==> src/rtl/assert_macros.svh <==
// Assertion macros shared by the sanitizer RTL.
`ifndef ASSERT_MACROS_SVH
`define ASSERT_MACROS_SVH

// Same-cycle implication, disabled in reset.
`define ASSERT_IMP(label, clk, rst_n, ante, cons) \
    label: assert property (@(posedge clk) disable iff (!(rst_n)) (ante) |-> (cons)) \
        else $error("assertion failed");

// Next-cycle implication, disabled in reset.
`define ASSERT_NXT(label, clk, rst_n, ante, cons) \
    label: assert property (@(posedge clk) disable iff (!(rst_n)) (ante) |=> (cons)) \
        else $error("assertion failed");

`endif

==> src/rtl/u8san_pkg.sv <==
// Types and constants of the UTF-8 stream sanitizer.
`default_nettype none

package u8san_pkg;

    localparam logic [7:0] QMARK     = 8'h3F;
    localparam logic [7:0] CTRL_MAX  = 8'h1F;
    localparam logic [7:0] CONT_LO   = 8'h80;
    localparam logic [7:0] LEAD2_LO  = 8'hC0;
    localparam logic [7:0] LEAD3_LO  = 8'hE0;
    localparam logic [7:0] LEAD4_LO  = 8'hF0;
    localparam logic [7:0] LEAD4_HI  = 8'hF7;
    localparam logic [1:0] CONT_TAG  = 2'b10;

    localparam int HELD_N  = 3;
    localparam int RES_MAX = HELD_N + 1;
    localparam int Q_AW    = 2;
    localparam int Q_DEPTH = 1 << Q_AW;

    // One queue entry: all results caused by one input beat.
    typedef struct packed {
        logic [RES_MAX-1:0][7:0] bytes;
        logic [2:0]              cnt;
        logic                    present;
        logic                    mend;
        logic                    mvalid;
    } t_entry;

    typedef struct packed {
        logic empty;
        logic full;
    } t_q_stat;

endpackage

`default_nettype wire

==> src/rtl/u8san_front.sv <==
// Front end: classifies input bytes, tracks pending sequences, builds result entries.
`default_nettype none

`include "assert_macros.svh"

module u8san_front (
    input  wire logic                i_clk,
    input  wire logic                i_rst_n,
    input  wire logic                i_valid,
    output logic                     o_ready,
    input  wire logic [7:0]          i_in_byte,
    input  wire logic                i_in_last,
    input  wire u8san_pkg::t_q_stat  i_stat,
    output logic                     o_push,
    output u8san_pkg::t_entry        o_entry
);

    logic [1:0] r_expect, n_expect;
    logic [1:0] r_hcount, n_hcount;
    logic       r_err, n_err;
    logic [u8san_pkg::HELD_N-1:0][7:0] r_held, n_held;

    logic       accept;
    logic [1:0] need;
    logic [1:0] hidx;
    logic       err_now;
    logic       err_end;

    function automatic logic [1:0] lead_need(input logic [7:0] b);
        logic [1:0] r;
        r = 2'd0;
        if (b >= u8san_pkg::LEAD2_LO && b < u8san_pkg::LEAD3_LO) r = 2'd1;
        else if (b >= u8san_pkg::LEAD3_LO && b < u8san_pkg::LEAD4_LO) r = 2'd2;
        else if (b >= u8san_pkg::LEAD4_LO && b <= u8san_pkg::LEAD4_HI) r = 2'd3;
        return r;
    endfunction

    assign o_ready = !i_stat.full;
    assign accept  = i_valid && o_ready;
    assign need    = lead_need(i_in_byte);
    assign hidx    = (r_hcount == 2'd0) ? 2'd0 : ((r_hcount == 2'd3) ? 2'd2 : r_hcount);

    always_comb begin
        n_expect = r_expect;
        n_hcount = r_hcount;
        n_held   = r_held;
        err_now  = r_err;
        err_end  = 1'b0;
        o_entry.bytes   = {u8san_pkg::RES_MAX{u8san_pkg::QMARK}};
        o_entry.cnt     = 3'd0;
        o_entry.present = 1'b1;
        o_entry.mend    = 1'b0;
        o_entry.mvalid  = 1'b0;
        if (r_expect == 2'd0) begin
            if (need != 2'd0) begin
                n_held[0] = i_in_byte;
                n_hcount  = 2'd1;
                n_expect  = need;
            end else begin
                o_entry.cnt = 3'd1;
                if (i_in_byte >= u8san_pkg::CONT_LO) begin
                    err_now = 1'b1;
                end else if (i_in_byte > u8san_pkg::CTRL_MAX) begin
                    o_entry.bytes[0] = i_in_byte;
                end
            end
        end else if (i_in_byte[7:6] == u8san_pkg::CONT_TAG) begin
            if (r_expect == 2'd1) begin
                for (int k = 0; k < u8san_pkg::HELD_N; k++) begin
                    if (2'(k) < r_hcount) o_entry.bytes[k] = r_held[k];
                end
                o_entry.bytes[r_hcount] = i_in_byte;
                o_entry.cnt = {1'b0, r_hcount} + 3'd1;
                n_hcount = 2'd0;
                n_expect = 2'd0;
            end else begin
                n_held[hidx] = i_in_byte;
                if (r_hcount != 2'd3) n_hcount = r_hcount + 2'd1;
                n_expect = r_expect - 2'd1;
            end
        end else begin
            o_entry.cnt = {1'b0, r_hcount} + 3'd1;
            n_hcount = 2'd0;
            n_expect = 2'd0;
            err_now  = 1'b1;
        end
        n_err = err_now;
        if (i_in_last) begin
            err_end = err_now || (n_expect != 2'd0);
            if (o_entry.cnt == 3'd0) begin
                o_entry.cnt      = 3'd1;
                o_entry.bytes[0] = 8'h00;
                o_entry.present  = 1'b0;
            end
            o_entry.mend   = 1'b1;
            o_entry.mvalid = !err_end;
            n_expect = 2'd0;
            n_hcount = 2'd0;
            n_err    = 1'b0;
        end
    end

    assign o_push = accept && (o_entry.cnt != 3'd0);

    always_ff @(posedge i_clk) begin
        if (!i_rst_n) begin
            r_expect <= 2'd0;
            r_hcount <= 2'd0;
            r_err    <= 1'b0;
        end else if (accept) begin
            r_expect <= n_expect;
            r_hcount <= n_hcount;
            r_err    <= n_err;
        end
    end

    always_ff @(posedge i_clk) begin
        if (accept) begin
            r_held <= n_held;
        end
    end

    `ASSERT_IMP(a_pend_held, i_clk, i_rst_n, r_expect != 2'd0, r_hcount != 2'd0)
    `ASSERT_IMP(a_idle_empty, i_clk, i_rst_n, r_expect == 2'd0, r_hcount == 2'd0)
    `ASSERT_NXT(a_last_clears, i_clk, i_rst_n, accept && i_in_last,
        r_expect == 2'd0 && r_hcount == 2'd0 && !r_err)

endmodule

`default_nettype wire

==> src/rtl/u8san_queue.sv <==
// Short entry queue between the front end and the output sequencer.
`default_nettype none

`include "assert_macros.svh"

module u8san_queue (
    input  wire logic               i_clk,
    input  wire logic               i_rst_n,
    input  wire logic               i_push,
    input  wire u8san_pkg::t_entry  i_entry,
    input  wire logic               i_pop,
    output u8san_pkg::t_entry       o_head,
    output u8san_pkg::t_q_stat      o_stat
);

    u8san_pkg::t_entry r_mem [u8san_pkg::Q_DEPTH];
    logic [u8san_pkg::Q_AW-1:0] r_wr, r_rd;
    logic [u8san_pkg::Q_AW:0]   r_count;

    assign o_head = r_mem[r_rd];
    assign o_stat = '{
        empty: (r_count == '0),
        full:  (r_count == (u8san_pkg::Q_AW+1)'(u8san_pkg::Q_DEPTH))
    };

    always_ff @(posedge i_clk) begin
        if (i_push) begin
            r_mem[r_wr] <= i_entry;
        end
    end

    always_ff @(posedge i_clk) begin
        if (!i_rst_n) begin
            r_wr    <= '0;
            r_rd    <= '0;
            r_count <= '0;
        end else begin
            if (i_push) r_wr <= r_wr + (u8san_pkg::Q_AW)'(1);
            if (i_pop)  r_rd <= r_rd + (u8san_pkg::Q_AW)'(1);
            if (i_push && !i_pop) r_count <= r_count + (u8san_pkg::Q_AW+1)'(1);
            else if (!i_push && i_pop) r_count <= r_count - (u8san_pkg::Q_AW+1)'(1);
        end
    end

    `ASSERT_IMP(a_no_overflow, i_clk, i_rst_n, i_push, !o_stat.full)
    `ASSERT_IMP(a_no_underflow, i_clk, i_rst_n, i_pop, !o_stat.empty)
    `ASSERT_IMP(a_entry_nonempty, i_clk, i_rst_n, !o_stat.empty,
        o_head.cnt != 3'd0 && o_head.cnt <= 3'(u8san_pkg::RES_MAX))

endmodule

`default_nettype wire

==> src/rtl/u8san_back.sv <==
// Back end: walks each queued entry one result beat at a time into the output register.
`default_nettype none

`include "assert_macros.svh"

module u8san_back (
    input  wire logic               i_clk,
    input  wire logic               i_rst_n,
    input  wire u8san_pkg::t_entry  i_head,
    input  wire u8san_pkg::t_q_stat i_stat,
    output logic                    o_pop,
    output logic                    o_valid,
    input  wire logic               i_ready,
    output logic [7:0]              o_out_byte,
    output logic                    o_byte_present,
    output logic                    o_run_last,
    output logic                    o_message_end,
    output logic                    o_message_valid
);

    logic [1:0] r_idx;
    logic       r_valid;
    logic [7:0] r_byte;
    logic       r_present, r_run_last, r_mend, r_mvalid;
    logic       take;
    logic       at_end;

    assign take   = (!r_valid || i_ready) && !i_stat.empty;
    assign at_end = ({1'b0, r_idx} == (i_head.cnt - 3'd1));
    assign o_pop  = take && at_end;

    always_ff @(posedge i_clk) begin
        if (!i_rst_n) begin
            r_valid <= 1'b0;
            r_idx   <= 2'd0;
        end else begin
            if (take) begin
                r_valid <= 1'b1;
                r_idx   <= at_end ? 2'd0 : r_idx + 2'd1;
            end else if (i_ready) begin
                r_valid <= 1'b0;
            end
        end
    end

    always_ff @(posedge i_clk) begin
        if (take) begin
            r_byte     <= i_head.bytes[r_idx];
            r_present  <= i_head.present;
            r_run_last <= at_end;
            r_mend     <= at_end && i_head.mend;
            r_mvalid   <= at_end && i_head.mend && i_head.mvalid;
        end
    end

    assign o_valid         = r_valid;
    assign o_out_byte      = r_byte;
    assign o_byte_present  = r_present;
    assign o_run_last      = r_run_last;
    assign o_message_end   = r_mend;
    assign o_message_valid = r_mvalid;

    `ASSERT_IMP(a_idx_in_entry, i_clk, i_rst_n, !i_stat.empty, {1'b0, r_idx} < i_head.cnt)
    `ASSERT_IMP(a_end_on_run_last, i_clk, i_rst_n, r_valid && r_mend, r_run_last)

endmodule

`default_nettype wire

==> src/rtl/utf8_stream_sanitizer.sv <==
// Top level of the UTF-8 stream sanitizer.
// Accepts one message byte per cycle unless the queue is full, and writes a cleaned
// copy: complete UTF-8 sequences pass unchanged once their last continuation byte
// arrives, while control bytes, stray or invalid bytes and broken sequences come
// out as '?'. The final beat of each message carries message_end and the validity
// verdict; an unfinished sequence at message end yields a bare end marker. The
// front end takes one input beat per cycle while the queue is not full; each beat's
// results (up to four) are queued in a four-entry queue and drained by the back
// end at one output beat per cycle while the receiver is ready, so the sustained
// rate is one byte per cycle and a burst of four results from one beat is absorbed
// by the queue. A beat passes through a queue entry, then the output register.
`default_nettype none

module utf8_stream_sanitizer (
    input  wire logic       i_clk,
    input  wire logic       i_rst_n,
    input  wire logic       i_valid,
    output logic            o_ready,
    input  wire logic [7:0] i_in_byte,
    input  wire logic       i_in_last,
    output logic            o_valid,
    input  wire logic       i_ready,
    output logic [7:0]      o_out_byte,
    output logic            o_byte_present,
    output logic            o_run_last,
    output logic            o_message_end,
    output logic            o_message_valid
);

    u8san_pkg::t_entry  push_entry;
    u8san_pkg::t_entry  head;
    u8san_pkg::t_q_stat stat;
    logic               push;
    logic               pop;

    u8san_front u_front (
        .i_clk     (i_clk),
        .i_rst_n   (i_rst_n),
        .i_valid   (i_valid),
        .o_ready   (o_ready),
        .i_in_byte (i_in_byte),
        .i_in_last (i_in_last),
        .i_stat    (stat),
        .o_push    (push),
        .o_entry   (push_entry)
    );

    u8san_queue u_queue (
        .i_clk   (i_clk),
        .i_rst_n (i_rst_n),
        .i_push  (push),
        .i_entry (push_entry),
        .i_pop   (pop),
        .o_head  (head),
        .o_stat  (stat)
    );

    u8san_back u_back (
        .i_clk           (i_clk),
        .i_rst_n         (i_rst_n),
        .i_head          (head),
        .i_stat          (stat),
        .o_pop           (pop),
        .o_valid         (o_valid),
        .i_ready         (i_ready),
        .o_out_byte      (o_out_byte),
        .o_byte_present  (o_byte_present),
        .o_run_last      (o_run_last),
        .o_message_end   (o_message_end),
        .o_message_valid (o_message_valid)
    );

endmodule

`default_nettype wire

==> config.mk <==
export PLATFORM = sky130hd
export DESIGN_NAME = utf8_stream_sanitizer
export DESIGN_NICKNAME = d
export VERILOG_FILES = /design/src/rtl/u8san_pkg.sv /design/src/rtl/u8san_front.sv /design/src/rtl/u8san_queue.sv /design/src/rtl/u8san_back.sv /design/src/rtl/utf8_stream_sanitizer.sv
export VERILOG_INCLUDE_DIRS = /design/src /design/src/rtl
export SDC_FILE = /design/constraint.sdc
export NUM_CORES = 1
export LEC_CHECK = 0
export ABC_CLOCK_PERIOD_IN_PS = 3700
export BUFFER_PORTS_ARGS = -buffer_cell sky130_fd_sc_hd__buf_2
export CAP_MARGIN = 25
export CELL_PAD_IN_SITES_DETAIL_PLACEMENT = 0
export CELL_PAD_IN_SITES_GLOBAL_PLACEMENT = 1
export CORE_MARGIN = 1
export CORE_UTILIZATION = 45
export CTS_CLUSTER_SIZE = 10
export DETAILED_ROUTE_END_ITERATION = 6
export GPL_TIMING_DRIVEN = 0
export HOLD_SLACK_MARGIN = 0.12
export PLACE_DENSITY_LB_ADDON = 0.12
export SLEW_MARGIN = 20
export SYNTH_ARGS = -nofsm -noshare
export SYNTH_HDL_FRONTEND = slang
export SYNTH_SLANG_ARGS = --single-unit
==> constraint.sdc <==
create_clock -name i_clk -period 3.7 [get_ports i_clk]
set_input_delay 0.37 -clock i_clk [delete_from_list [all_inputs] [get_ports i_clk]]
set_output_delay 0.37 -clock i_clk [all_outputs]
set_load 0.02 [all_outputs]
==> flow_summary.json <==
{
  "seq_power_share_pct": 46.6,
  "layout_commonest_cell": "edfxtp_1",
  "antenna_left": 0,
  "grt_pass1_wl_um": 27200,
  "crit_path_max_fanout": 10,
  "combinationalPowerShare_pct": 21.0,
  "maxCapViolCount": 0,
  "rsz0062_at_grt": "false",
  "antenna_found_initial": 0,
  "postCtsSetupBuffers": 0,
  "p_total_w": 0.00623,
  "layout-drive-gt1-share_pct": 23.0,
  "synth_area_um2": 8520,
  "grt_max_degree": 39,
  "ys_ff_latch": 205,
  "synthArstFlopShare_pct": 0,
  "yosysWarnings": 0,
  "crit_arrival_ps": 3940,
  "start_kind": "flip-flop",
  "wl_um": 17500,
  "irDropWorstVdd_mv": 0.302,
  "cts.sinks": 205,
  "cts_root_buf": "clkbuf_16",
  "wl_per_cell_um": 22.2,
  "diodes": 0,
  "synth_cell_types": 50,
  "avgSynthCellArea_um2": 17.5,
  "power_frac_clock_pct": 32.4,
  "dp_slack_ps": -250,
  "final_cell_mix": "edfxtp_1, mux4_2, buf_2",
  "via_count": 4434,
  "first_global_vias": 4593,
  "die_h_um": 140,
  "core_um2": 18300,
  "gp_congestion": 0.818,
  "place_inst": 748,
  "tns_ps": 0,
  "cts_buffers": 24,
  "area_delta_synth_final_pct": 13.6,
  "hp-class": "input port to flip-flop",
  "routed_via_density": 5.65,
  "slew_violations": 0,
  "dieArea_um2": 19500,
  "power.static_leakage_nw": 2.97,
  "cp-end-kind": "flip-flop",
  "finClkSkew_ps": 16.2,
  "switchingPower_w": 0.00170,
  "drtIter0Drc": 288,
  "row_count": 49,
  "synth-edff-count": 188,
  "crit_required_ps": 4130,
  "io_buffers": 26,
  "fin_cells": 785,
  "start_util_pct": 46.6,
  "firstDrtPassIters": 4,
  "tightest_slew_ps": 921,
  "dp_hpwl_um": 11100,
  "worst_slack_ps": 189,
  "finalCriticalPeriod_ps": 3510,
  "die_w_um": 140,
  "nets": 575,
  "insertion_delay_ps": 500,
  "fmax_mhz": 285,
  "final.period_utilization_pct": 94.9,
  "ioPinCount": 27,
  "overflow": 0,
  "power_per_cell_area_nw_per_um2": 645,
  "hold_violations": 0,
  "drc_errors": 0,
  "slew_headroom_pct": 38.6,
  "cts_max_level": 1,
  "setup_viol_count_final": 0,
  "ys_seq_area_share_pct": 70.3,
  "synth-main-ff-cell": "edfxtp_1",
  "sw_frac_of_total_pct": 27.3,
  "track_usage_pct": 18.6,
  "postSynthCellCount": 488,
  "outcome": "finished clean",
  "holdWs_ps": 168,
  "final.fill_count": 1509,
  "cts_tree": "yes",
  "path_clk_slew_ps": 60,
  "critical_path_class": "flip-flop to flip-flop",
  "cell_internal_pwr_w": 0.00454,
  "cts_buffer_depth": 3
}
==> synth_stat cells (6+ instances only) <==
library cell / n / area (µm²)
mux2i_1: 7 / 70.1
nor3b_1: 7 / 52.6
nand2_1: 20 / 75.1
nor2b_1: 17 / 106
ha_1: 14 / 175
edfxtp_1: 188 / 5650
dfxtp_1: 17 / 340
mux4_2: 46 / 1040
and2_1: 11 / 68.8
a21oi_1: 9 / 45.0
o21ai_0: 15 / 75.1
nand2b_1: 6 / 37.5
nand3_1: 6 / 30.0
inv_1: 18 / 67.6
nor2_1: 20 / 75.1
clkbuf_1: 8 / 30.0
or2_2: 7 / 43.8
o22ai_1: 13 / 81.3
==> stage by stage <==
| stage | utilization, % | instance area [µm²] |
|---|---|---|
| CTS | 52.9 | 9670 |
| finish | 52.9 | 9670 |
| floorplan | - | 8530 |
| detailed placement | 49.2 | 8990 |
| global route | 52.9 | 9670 |
| global placement | 49.0 | 8940 |
==> cell families after synthesis <==
family / after synthesis / share of synthesized area [%]
AO/OA/AOI/OAI: 54 / 4.16
XOR/XNOR: 6 / 0.705
adder cells (fa/ha/maj): 15 / 2.29
buffers and inverters: 38 / 1.95
flip-flops: 205 / 70.3
multiplexers: 53 / 13.0
other: 1 / 0.0440
AND/OR/NAND/NOR: 116 / 7.57
==> timing repair <==
item	CTS	global route
hold endpoints to repair	6	0
resized for setup	0	1
hold buffers	3	0
setup endpoints to repair	2	1
==> final timing paths <==
| kind | start | endpoint | slack, ps | cells after the start |
|---|---|---|---|---|
| setup / recovery | flip-flop | u_queue.r_count[2]$_SDFFE_PN0P_ | 190 | 14 |
| hold / removal | i_in_byte[1] | u_front.r_held[17]$_DFFE_PP_ | 170 | 1 |
| setup reg to reg | flip-flop | u_queue.r_count[2]$_SDFFE_PN0P_ | 190 | 14 |
| hold reg to reg | u_queue.r_rd[1]$_SDFFE_PN0P_ | flip-flop | 480 | 2 |
==> sequential cells by signal (all words and copies together), names as in the netlist, 2 cells and up, named ones only <==
register           count
u_queue.r_mem        152
u_front.r_held        24
u_back.o_out_byte      8
u_queue.r_count        3
u_back.r_idx           2
u_front.r_expect       2
u_front.r_hcount       2
u_queue.r_rd           2
u_queue.r_wr           2
==> power by group through the flow <==
| stage | Combinational (W) | Clock, W | Sequential (W) |
|---|---|---|---|
| after floorplan | 0.000841 | 0 | 0.00303 |
| after CTS | 0.00134 | 0.00206 | 0.00291 |
| after detailed placement | 0.00133 | 0 | 0.00295 |
| final | 0.00131 | 0.00202 | 0.00290 |
| after global placement | 0.00129 | 0 | 0.00296 |
| after global routing | 0.00143 | 0.00214 | 0.00293 |
==> final cells by class <==
class | count | area [µm²] | area share [%]
Buffer | 19 | 98.8 | 1.02
Clock buffer | 34 | 638 | 6.60
Clock inverter | 1 | 16.3 | 0.168
Inverter | 18 | 67.6 | 0.699
Multi-Input combinational cell | 248 | 2410 | 24.9
Sequential cell | 205 | 5990 | 61.9
Tap cell | 229 | 287 | 2.96
Timing Repair Buffer | 31 | 170 | 1.76
==> worst max-delay path, stage by stage (launching register included) <==
cell	delay [ps]
dfxtp_1	380
buf_6	200
buf_6	230
mux4_2	530
inv_1	70
ha_1	230
xnor2_1	250
nor3_4	110
nand2_2	160
ha_1	210
inv_1	60
fa_1	370
xor2_1	180
or3_1	300
a21boi_0	160
==> per-layer routing <==
metal  track usage, %  part of all wire, %  up-vias  wire length [µm]
met1             26.9                   47     2291              8230
met5                0                    0        -                 0
met4             4.34                  1.6        0               276
met2             30.1                   47       87              8260
li1                 -                    -     2029                 -
met3             2.44                  4.0       27               701
Note: power is estimated with default switching activity, not from simulation.
